### config.mk
export PLATFORM = sky130hd
export DESIGN_NAME = image_crc32_verifier
export DESIGN_NICKNAME = d
export VERILOG_FILES = /design/src/design/icv_pkg.sv /design/src/design/icv_absorb.sv /design/src/design/icv_verdict.sv /design/src/design/image_crc32_verifier.sv
export SDC_FILE = /design/constraint.sdc
export NUM_CORES = 1
export LEC_CHECK = 0
export ABC_AREA = 1
export BUFFER_PORTS_ARGS = -buffer_cell sky130_fd_sc_hd__buf_2
export CORE_ASPECT_RATIO = 1.75
export CORE_MARGIN = 2
export CORE_UTILIZATION = 53
export CTS_CLUSTER_DIAMETER = 30
export DETAILED_ROUTE_END_ITERATION = 7
export HOLD_SLACK_MARGIN = 0.05
export PLACE_DENSITY = 0.8
export SYNTH_ARGS = -nofsm -noshare
export SYNTH_HDL_FRONTEND = slang
export SYNTH_SLANG_ARGS = --single-unit
### constraint.sdc
create_clock -name clock -period 2.79 [get_ports clock]
set_input_delay 0.558 -clock clock [delete_from_list [all_inputs] [get_ports clock]]
set_output_delay 0.558 -clock clock [all_outputs]
set_load 0.05 [all_outputs]
### src/design/icv_pkg.sv
package icv_pkg;

   localparam logic [31:0] CRC_INIT     = 32'hFFFF_FFFF;
   localparam logic [31:0] CRC_XOROUT   = 32'hFFFF_FFFF;
   localparam logic [31:0] STAMP_NONE   = 32'h0000_0000;
   localparam logic [31:0] STAMP_ERASED = 32'hFFFF_FFFF;
   localparam logic [31:0] COUNT_MAX    = 32'hFFFF_FFFF;

   typedef enum logic [2:0] {
      ST_OK         = 3'd0,
      ST_UNSTAMPED  = 3'd1,
      ST_ERASED     = 3'd2,
      ST_MISMATCH   = 3'd3,
      ST_BAD_REGION = 3'd4
   } status_type;

   typedef struct packed {
      status_type  status;
      logic [31:0] computed_crc;
      logic [31:0] region_length;
      logic        trusted;
   } result_type;

   function automatic logic [31:0] nib_entry(input logic [3:0] idx);
      logic [31:0] val;
      case (idx)
         4'h0:    val = 32'h0000_0000;
         4'h1:    val = 32'h1DB7_1064;
         4'h2:    val = 32'h3B6E_20C8;
         4'h3:    val = 32'h26D9_30AC;
         4'h4:    val = 32'h76DC_4190;
         4'h5:    val = 32'h6B6B_51F4;
         4'h6:    val = 32'h4DB2_6158;
         4'h7:    val = 32'h5005_713C;
         4'h8:    val = 32'hEDB8_8320;
         4'h9:    val = 32'hF00F_9344;
         4'hA:    val = 32'hD6D6_A3E8;
         4'hB:    val = 32'hCB61_B38C;
         4'hC:    val = 32'h9B64_C2B0;
         4'hD:    val = 32'h86D3_D2D4;
         4'hE:    val = 32'hA00A_E278;
         4'hF:    val = 32'hBDBD_F21C;
         default: val = 32'h0000_0000;
      endcase
      return val;
   endfunction

endpackage

### src/design/icv_absorb.sv
module icv_absorb (
   input  logic [31:0] crc_cur,
   input  logic [7:0]  data_byte,
   output logic [31:0] crc_next
);

   logic [31:0] mix;
   logic [31:0] step_one;

   always_comb begin
      mix      = crc_cur ^ {24'h0, data_byte};
      step_one = {4'h0, mix[31:4]} ^ icv_pkg::nib_entry(mix[3:0]);
      crc_next = {4'h0, step_one[31:4]} ^ icv_pkg::nib_entry(step_one[3:0]);
   end

endmodule

### src/design/icv_verdict.sv
module icv_verdict (
   input  logic                  region_empty,
   input  logic [31:0]           crc_acc,
   input  logic [31:0]           byte_count,
   input  logic [31:0]           expected_crc,
   output icv_pkg::result_type   result
);

   logic [31:0]         crc_final;
   icv_pkg::status_type status;

   always_comb begin
      crc_final = crc_acc ^ icv_pkg::CRC_XOROUT;
      if (expected_crc == icv_pkg::STAMP_NONE) begin
         status = icv_pkg::ST_UNSTAMPED;
      end else if (expected_crc == icv_pkg::STAMP_ERASED) begin
         status = icv_pkg::ST_ERASED;
      end else if (crc_final == expected_crc) begin
         status = icv_pkg::ST_OK;
      end else begin
         status = icv_pkg::ST_MISMATCH;
      end

      if (region_empty) begin
         result.status        = icv_pkg::ST_BAD_REGION;
         result.computed_crc  = 32'h0;
         result.region_length = 32'h0;
         result.trusted       = 1'b0;
      end else begin
         result.status        = status;
         result.computed_crc  = crc_final;
         result.region_length = byte_count;
         result.trusted       = (status == icv_pkg::ST_OK) || (status == icv_pkg::ST_UNSTAMPED);
      end
   end

endmodule

### src/design/image_crc32_verifier.sv
// a result transaction is formed when the byte that holds the last or empty flag moves
// from the input register into the output register
// throughput: one byte per cycle, set by the byte update on the crc register, while no
// stalled result holds back a byte that ends a region; results wait in an output register while bytes flow
// reset (synchronous, active high) clears the stamp to 0, the crc to all ones,
// the byte count to 0 and empties the input and output registers
module image_crc32_verifier (
   input  logic        clock,
   input  logic        reset,
   input  logic        csr_wr_en,
   input  logic [31:0] csr_wr_data,
   input  logic        req_valid,
   output logic        req_stall,
   input  logic [7:0]  req_data_byte,
   input  logic        req_last_byte,
   input  logic        req_region_empty,
   output logic        rsp_valid,
   input  logic        rsp_stall,
   output logic [2:0]  rsp_status,
   output logic [31:0] rsp_computed_crc,
   output logic [31:0] rsp_region_length,
   output logic        rsp_trusted
);

   logic [31:0] expected_ff;
   logic        in_valid_ff, in_valid_in;
   logic [7:0]  in_data_ff;
   logic        in_last_ff;
   logic        in_empty_ff;
   logic [31:0] crc_ff, crc_in;
   logic [31:0] count_ff, count_in;
   logic        out_valid_ff, out_valid_in;
   icv_pkg::result_type out_ff;

   logic        produces;
   logic        advance;
   logic        req_take;
   logic [31:0] crc_step;
   logic [31:0] count_step;
   icv_pkg::result_type verdict;

   icv_absorb u_absorb (
      .crc_cur   (crc_ff),
      .data_byte (in_data_ff),
      .crc_next  (crc_step)
   );

   assign count_step = (count_ff == icv_pkg::COUNT_MAX) ? count_ff : count_ff + 32'd1;

   icv_verdict u_verdict (
      .region_empty (in_empty_ff),
      .crc_acc      (crc_step),
      .byte_count   (count_step),
      .expected_crc (expected_ff),
      .result       (verdict)
   );

   assign produces  = in_last_ff || in_empty_ff;
   assign advance   = in_valid_ff && (!produces || !out_valid_ff || !rsp_stall);
   assign req_stall = in_valid_ff && !advance;
   assign req_take  = req_valid && !req_stall;

   always_comb begin
      in_valid_in = req_take || (in_valid_ff && !advance);
      crc_in      = crc_ff;
      count_in    = count_ff;
      if (advance) begin
         if (produces) begin
            crc_in   = icv_pkg::CRC_INIT;
            count_in = 32'h0;
         end else begin
            crc_in   = crc_step;
            count_in = count_step;
         end
      end
      out_valid_in = (out_valid_ff && rsp_stall) || (advance && produces);
   end

   always_ff @(posedge clock) begin
      if (reset) begin
         expected_ff  <= 32'h0;
         in_valid_ff  <= 1'b0;
         crc_ff       <= icv_pkg::CRC_INIT;
         count_ff     <= 32'h0;
         out_valid_ff <= 1'b0;
      end else begin
         if (csr_wr_en) begin
            expected_ff <= csr_wr_data;
         end
         in_valid_ff  <= in_valid_in;
         crc_ff       <= crc_in;
         count_ff     <= count_in;
         out_valid_ff <= out_valid_in;
      end
   end

   always_ff @(posedge clock) begin
      if (req_take) begin
         in_data_ff  <= req_data_byte;
         in_last_ff  <= req_last_byte;
         in_empty_ff <= req_region_empty;
      end
      if (advance && produces) begin
         out_ff <= verdict;
      end
   end

   assign rsp_valid         = out_valid_ff;
   assign rsp_status        = out_ff.status;
   assign rsp_computed_crc  = out_ff.computed_crc;
   assign rsp_region_length = out_ff.region_length;
   assign rsp_trusted       = out_ff.trusted;

   a_trusted_match: assert property (@(posedge clock) disable iff (reset)
      rsp_valid |-> (rsp_trusted == ((rsp_status == icv_pkg::ST_OK)
                                     || (rsp_status == icv_pkg::ST_UNSTAMPED))))
      else $error("trusted flag disagrees with status");

   a_bad_region_zero: assert property (@(posedge clock) disable iff (reset)
      (rsp_valid && rsp_status == icv_pkg::ST_BAD_REGION)
         |-> (rsp_computed_crc == 32'h0 && rsp_region_length == 32'h0))
      else $error("bad region result carries nonzero crc or length");

   a_length_nonzero: assert property (@(posedge clock) disable iff (reset)
      (rsp_valid && rsp_status != icv_pkg::ST_BAD_REGION) |-> (rsp_region_length != 32'h0))
      else $error("checked region reports zero length");

   a_restart_after_result: assert property (@(posedge clock) disable iff (reset)
      (advance && produces) |=> (crc_ff == icv_pkg::CRC_INIT && count_ff == 32'h0))
      else $error("running state not restarted after result");

   a_reset_state: assert property (@(posedge clock)
      $past(reset) |-> (crc_ff == icv_pkg::CRC_INIT && count_ff == 32'h0
                        && !in_valid_ff && !out_valid_ff))
      else $error("state not cleared by reset");

endmodule

## Word-level counts from Yosys, hierarchy flattened

Memories as Yosys holds them, arrays and structs flattened.
Index checks and enable logic that the tools add are counted.

- Logic and storage cells: 47
- Input port bits: 47
- Register bits: 176
- Output and inout bits: 70
- Memories: 2
- Memory bits (read-only): 896

- Bitwise gates (word level): 4
- Equality and inequality tests: 4
- Reduce and logical (&&, ||, !) cells: 18
- Add/sub/neg operators: 1
- Mux-type cells: 6

Memory list:

| memory | depth | bits a word | read ports | clocked after Yosys merged registers in | wr ports | RTL line | RTL |
|---|---|---|---|---|---|---|---|
| (no name shown) | 16 | 28 | 1 | 0 | 0 | icv_pkg.sv:26 | `case (idx)` |
| (no name shown) | 16 | 28 | 1 | 0 | 0 | icv_pkg.sv:26 |  |

Operators with widths:

| kind | count |
|---|---|
| $mux 32 | 3 |
| $eq 32x32->1 const B | 2 |
| $xor 28x32->32 | 2 |
| $add 32x1->32 const B | 1 |
| $eq 32x32->1 | 1 |
| $logic_not 32->1 | 1 |
| $not 32->32 | 1 |
| $xor 32x8->32 | 1 |
| $logic_or 1x1->1 | 6 |
| $mux 3 | 2 |
| $logic_and 1x1->1 | 5 |
| $logic_not 1->1 | 5 |
| $eq 3x1->1 const B | 1 |
| $logic_not 3->1 | 1 |
| $mux 2 | 1 |

## Depth between registers and ports, before layout

An unclocked memory read counts as a cell.

- Depth in word-level cells: 12
- Gate-level depth with buffers: 19
- Mapped depth without buffers: 19

## By module

From an unflattened synthesis, not the netlist that was laid out.

- Cells, all modules: 1260
- Area total of the unflattened synthesis: 9351.5 um2

By module, submodules not included:

| module | area each (um2) | cells each | sequential area each (um2) | times used |
|---|---|---|---|---|
| image_crc32_verifier | 6902.9 | 735 | 4304.1 | 1 |
| icv_absorb | 1228.7 | 222 | 0.0 | 1 |
| icv_verdict | 1219.9 | 303 | 0.0 | 1 |

## Worst setup path before layout

OpenSTA, ideal clock, no wires.

- Path kind: flip-flop to flip-flop
- Start: register out_valid_ff (netlist: rsp_valid)
- End: register in_data_ff[0], enable pin
- Library setup time: 384 ps
- Cell stages (with the launch flop): 4
- Buffers on the path: 0
- Data arrival time: 2456 ps
- Slack: -50 ps
- Data required time: 2406 ps
- Period minus slack after synthesis: 2840 ps
- Path through: dfxtp_1 > nand2_1 > nor3_1 > nor2_1

- Word-level cells in the longest chain between the ends: 8

RTL lines:

| item | RTL line | RTL |
|---|---|---|
| start, declared | image_crc32_verifier.sv:32 | `logic out_valid_ff, out_valid_in;` |
| start signal, assigned | image_crc32_verifier.sv:93 | `out_valid_ff <= out_valid_in;` |
| $logic_not 1->1 | image_crc32_verifier.sv:59 | `assign advance = in_valid_ff && (!produces \|\| !out_valid_ff \|\| !rsp_stall);` |
| $logic_or 1x1->1 (2 in a row) | image_crc32_verifier.sv:59 |  |
| $logic_and 1x1->1 | image_crc32_verifier.sv:59 |  |
| $logic_not 1->1 | image_crc32_verifier.sv:60 | `assign req_stall = in_valid_ff && !advance;` |
| $logic_and 1x1->1 | image_crc32_verifier.sv:60 |  |
| net req_stall | image_crc32_verifier.sv:13 | `output logic req_stall,` |
| $logic_not 1->1 | image_crc32_verifier.sv:61 | `assign req_take = req_valid && !req_stall;` |
| $logic_and 1x1->1 | image_crc32_verifier.sv:61 |  |
| net req_take | image_crc32_verifier.sv:37 | `logic req_take;` |
| end signal, assigned | image_crc32_verifier.sv:99 | `in_data_ff <= req_data_byte;` |
| end, declared | image_crc32_verifier.sv:27 | `logic [7:0] in_data_ff;` |

The timed path passes the listed nets, and every way through them passes these cells.
A chain may end at the register's enable or synchronous reset.

## Worst setup path in the final report

- Start: register in_data_ff[0]
- End: register out_ff, in the netlist rsp_status[1], data pin

- Word-level cells in the longest chain between the ends: 10

RTL lines:

| item | RTL line | RTL |
|---|---|---|
| $xor 32x8->32 (*) | icv_absorb.sv:11 | `mix = crc_cur ^ {24'h0, data_byte};` |
| $mem_v2 16x28 (*) | n/a |  |
| $xor 28x32->32 (*) | icv_absorb.sv:12 | `step_one = {4'h0, mix[31:4]} ^ icv_pkg::nib_entry(mix[3:0]);` |
| $mem_v2 16x28 | n/a |  |
| $xor 28x32->32 (*) | icv_absorb.sv:13 | `crc_next = {4'h0, step_one[31:4]} ^ icv_pkg::nib_entry(step_one[3:0]);` |
| $not 32->32 (no source line) (*) | n/a |  |
| $eq 32x32->1 (*) | icv_verdict.sv:18 | `end else if (crc_final == expected_crc) begin` |
| $mux 2 (*) | icv_verdict.sv:18 |  |
| $mux 3 (*) | icv_verdict.sv:16 | `end else if (expected_crc == icv_pkg::STAMP_ERASED) begin` |
| $mux 3 (*) | icv_verdict.sv:14 | `if (expected_crc == icv_pkg::STAMP_NONE) begin` |
| end signal, assigned | image_crc32_verifier.sv:104 | `out_ff <= verdict;` |
| end, declared | image_crc32_verifier.sv:33 | `icv_pkg::result_type out_ff;` |

Mark *: on every way between the ends. The rest lies on a longest branch, timed or not.

==> run_results.csv <==
group,metric,value,unit
timing,relSlewSlack,39.6,%
yosys,yosysMostFrequentCell,"nand2_1",
grt,antenna_found_initial,0,
detailed_routing,route.met2.wl,15.2,mm
die,placementRows,63,
detailed_routing,drc,0,
cells_and_area,fill_cells,1520,
grt,grt_pass1_vias,8243,
cts,cts_buffers,17,
die,initial_core_util,54.3,%
yosys,yosys.area.top_type,"edfxtp_1",
yosys,synthArstFlopShare,0,%
min_path,hold_start,"req_data_byte[7]",
yosys,syn_nets,1259,
detailed_routing,wl,28.3,mm
timing,fin_ws,0.286,ns
detailed_routing,post_drt_wl_per_cell,18.1,um
job,max_cap_viol_count,0,
worst_setup_path,required,2.95,ns
status,status,"finished, final reports clean",
yosys,syn-cell-area,9210,um2
cts,clock_latency,0.44,ns
yosys,yosys_warnings,0,
detailed_routing,met1_length,9.38,mm
worst_setup_path,reg2reg_from,"in_data_ff[0]",
detailed_routing,drt_iter0_markers,460,
timing,period_share,89.7,%
cells_and_area,finalNetCount,1370,
cells_and_area,multi_input_area,4300,um2
timing,setup_viol,0,
worst_setup_path,critPathMaxFanout,8,
cts,root_buffer,"clkbuf_16",
cts,clock_sinks,176,
die,die-area,18500,um2
worst_setup_path,crit_type,"reg2reg",
worst_setup_path,cp-startpoint,"in_data_ff[0]",
worst_setup_path,worstSetupStartpointType,"register",
placed_design,dpl_worst_slack,0.330,ns
detailed_routing,top_layer,"met4",
power_and_ir_drop,ir_drop,0.495,mV
detailed_routing,dr.pass1.iters,5,
placed_design,io_buffers,116,
placed_design,gp_congestion,1.01,
min_path,hold_path.class,"in2reg",
cts,cts_tree,"built",
power_and_ir_drop,pwr_density_cell,630,nW/um2
worst_setup_path,cp_data_arrival_time,2.67,ns
die,die_width,104,um
timing,rsz0062_at_grt,"false",
detailed_routing,viasPerCell,5.48,
yosys,synth_cells,1211,
die,die_h,178,um
cells_and_area,layout-drive-gt1-share,19.0,%
worst_setup_path,r2r_setup_slack,0.29,ns
timing,hold_slack,0.289,ns
detailed_routing,vias,8556,
grt,gr-total-overflow,0,
detailed_routing,wl_met3,1.37,mm
cts,clock_path_buffers,2,
grt,grtUsageTotal,31.3,%
detailed_routing,drtAntennaViolNets,0,
die,boundaryPins,117,
grt,grt_max_degree,69,
grt,grt_pass1_wl,43.4,mm
timing,post-route-min-period,2.50,ns
cts,htree_levels,4,
yosys,synth_edf_count,78,
timing,slew_violations,0,
yosys,avgSynthCellArea,7.60,um2
yosys,seq_area_frac_synth,46.7,%
yosys,synthTopCellsByArea,"edfxtp_1 (25%), dfxtp_1 (21%), nand2_1 (16%), a21oi_1 (5.5%), inv_1 (4.6%)",
timing,hold_viol,0,
cells_and_area,syn2layout_area_growth,15.7,%
placed_design,dpl.hpwl,21.1,mm
timing,worst_slew_pin_slew,0.903,ns
worst_setup_path,end_kind,"register",
yosys,synth_commonest_cells,"nand2_1 (390), inv_1 (114), a21oi_1 (101)",
timing,fmax,399,MHz
cells_and_area,ff_latch_area,4300,um2
yosys,netlist.area_leader.share,25.4,%
cts,clkTransAtPathRegs,0.07,ns
timing,fin_skew,0.0101,ns
die,core,16900,um2
yosys,synth_ff_type,"dfxtp_1",
yosys,synth_cell_types,36,
cells_and_area,antennaDiodeCount,0,
yosys,synth_seq_cells,176,
power_and_ir_drop,p_leak,4.75,nW
[cell usage in the layout (no fill, tap or decap), types with 37 or more instances in the layout]
master,netlist,routed
nand2_1,390,390
o21ai_0,45,45
buf_2,3,116
a21oi_1,101,101
edfxtp_1,78,78
inv_1,114,113
nand3_1,74,74
nand2_2,37,37
nor2_1,84,84
dfxtp_1,98,98
[final cells by class]
class                      count  area share, %
clock buffer                  18           4.03
clock inverter                14           1.54
inverter                     128           4.51
multi-input combinational    870           40.4
sequential                   176           40.4
tap                          227           2.67
timing repair buffer         129           6.48
[where the power goes]
part / total, mW / internal, mW / switching [mW] / leakage (nW)
clock network: 2.43 / 1.41 / 1.02 / 0.288
logic: 1.37 / 0.360 / 1.02 / 2.91
registers: 2.91 / 2.83 / 0.0809 / 1.55
[worst paths after layout]
kind | depth (start not counted) | endpoint
setup reg to reg | 18 | rsp_status[1]
hold reg to reg | 2 | crc_ff[24]
hold / removal | 1 | in_data_ff[7]
setup / recovery | 18 | rsp_status[1]
[cell families after synthesis]
family / Yosys count / synth area share [%]
xor+xnor: 42 / 3.99
flops: 176 / 46.7
fa+ha+maj: 1 / 0.136
buf+inv: 165 / 6.77
simple gates: 661 / 32.7
compound gates: 166 / 9.62
[metrics by stage]
stage / TNS [ns] / area, um2 / power, mW / util, % / std cells
floorplan: -1.17 / 9210 / 3.89 / - / 1211
global placement: 0 / 10100 / 4.30 / 59.3 / 1530
detailed placement: 0 / 10100 / 4.31 / 59.3 / 1530
CTS: 0 / 10600 / 6.72 / 62.8 / 1562
global route: 0 / 10700 / 6.99 / 62.9 / 1562
finish: 0 / 10700 / 6.72 / 62.9 / 1562
[flip-flops by register name, summed over array words and instances (netlist names)]
signal and count:
rsp_region_length 32, expected_ff 32, in_valid_ff 1, rsp_status 3, rsp_valid 1, rsp_computed_crc 32
rsp_trusted 1, in_empty_ff 1, crc_ff 32, in_last_ff 1, count_ff 32, in_data_ff 8
[routing by layer]
layer / track usage (%) / up-vias
met2: 59.0 / 330
met1: 29.2 / 3948
li1: - / 4163
met4: 24.7 / 0
met5: 0 / -
met3: 6.39 / 115
[what timing repair did]
action / in CTS / in global routing
gates resized for setup: 0 / 1
hold buffers: 0 / 0
endpoints found under the setup margin: 0 / 2
setup buffers: 0 / 0
[worst max-delay path: stages (launching register included)]
cell      delay (ns)
edfxtp_1        0.43
inv_1           0.09
nand2_1         0.09
nand2_4         0.17
nand2_1         0.11
nand2_2         0.12
nand2_1         0.09
nand2_1         0.14
nand2_1         0.07
nand2_1         0.06
nand2_1         0.07
nand2_2         0.08
nand2_1         0.05
nand2_1         0.06
nand2_1         0.06
nor2_1          0.24
nand4_1         0.16
nand2_1         0.08
nor2_1          0.04
No activity file was read; power rests on OpenSTA's default activity.
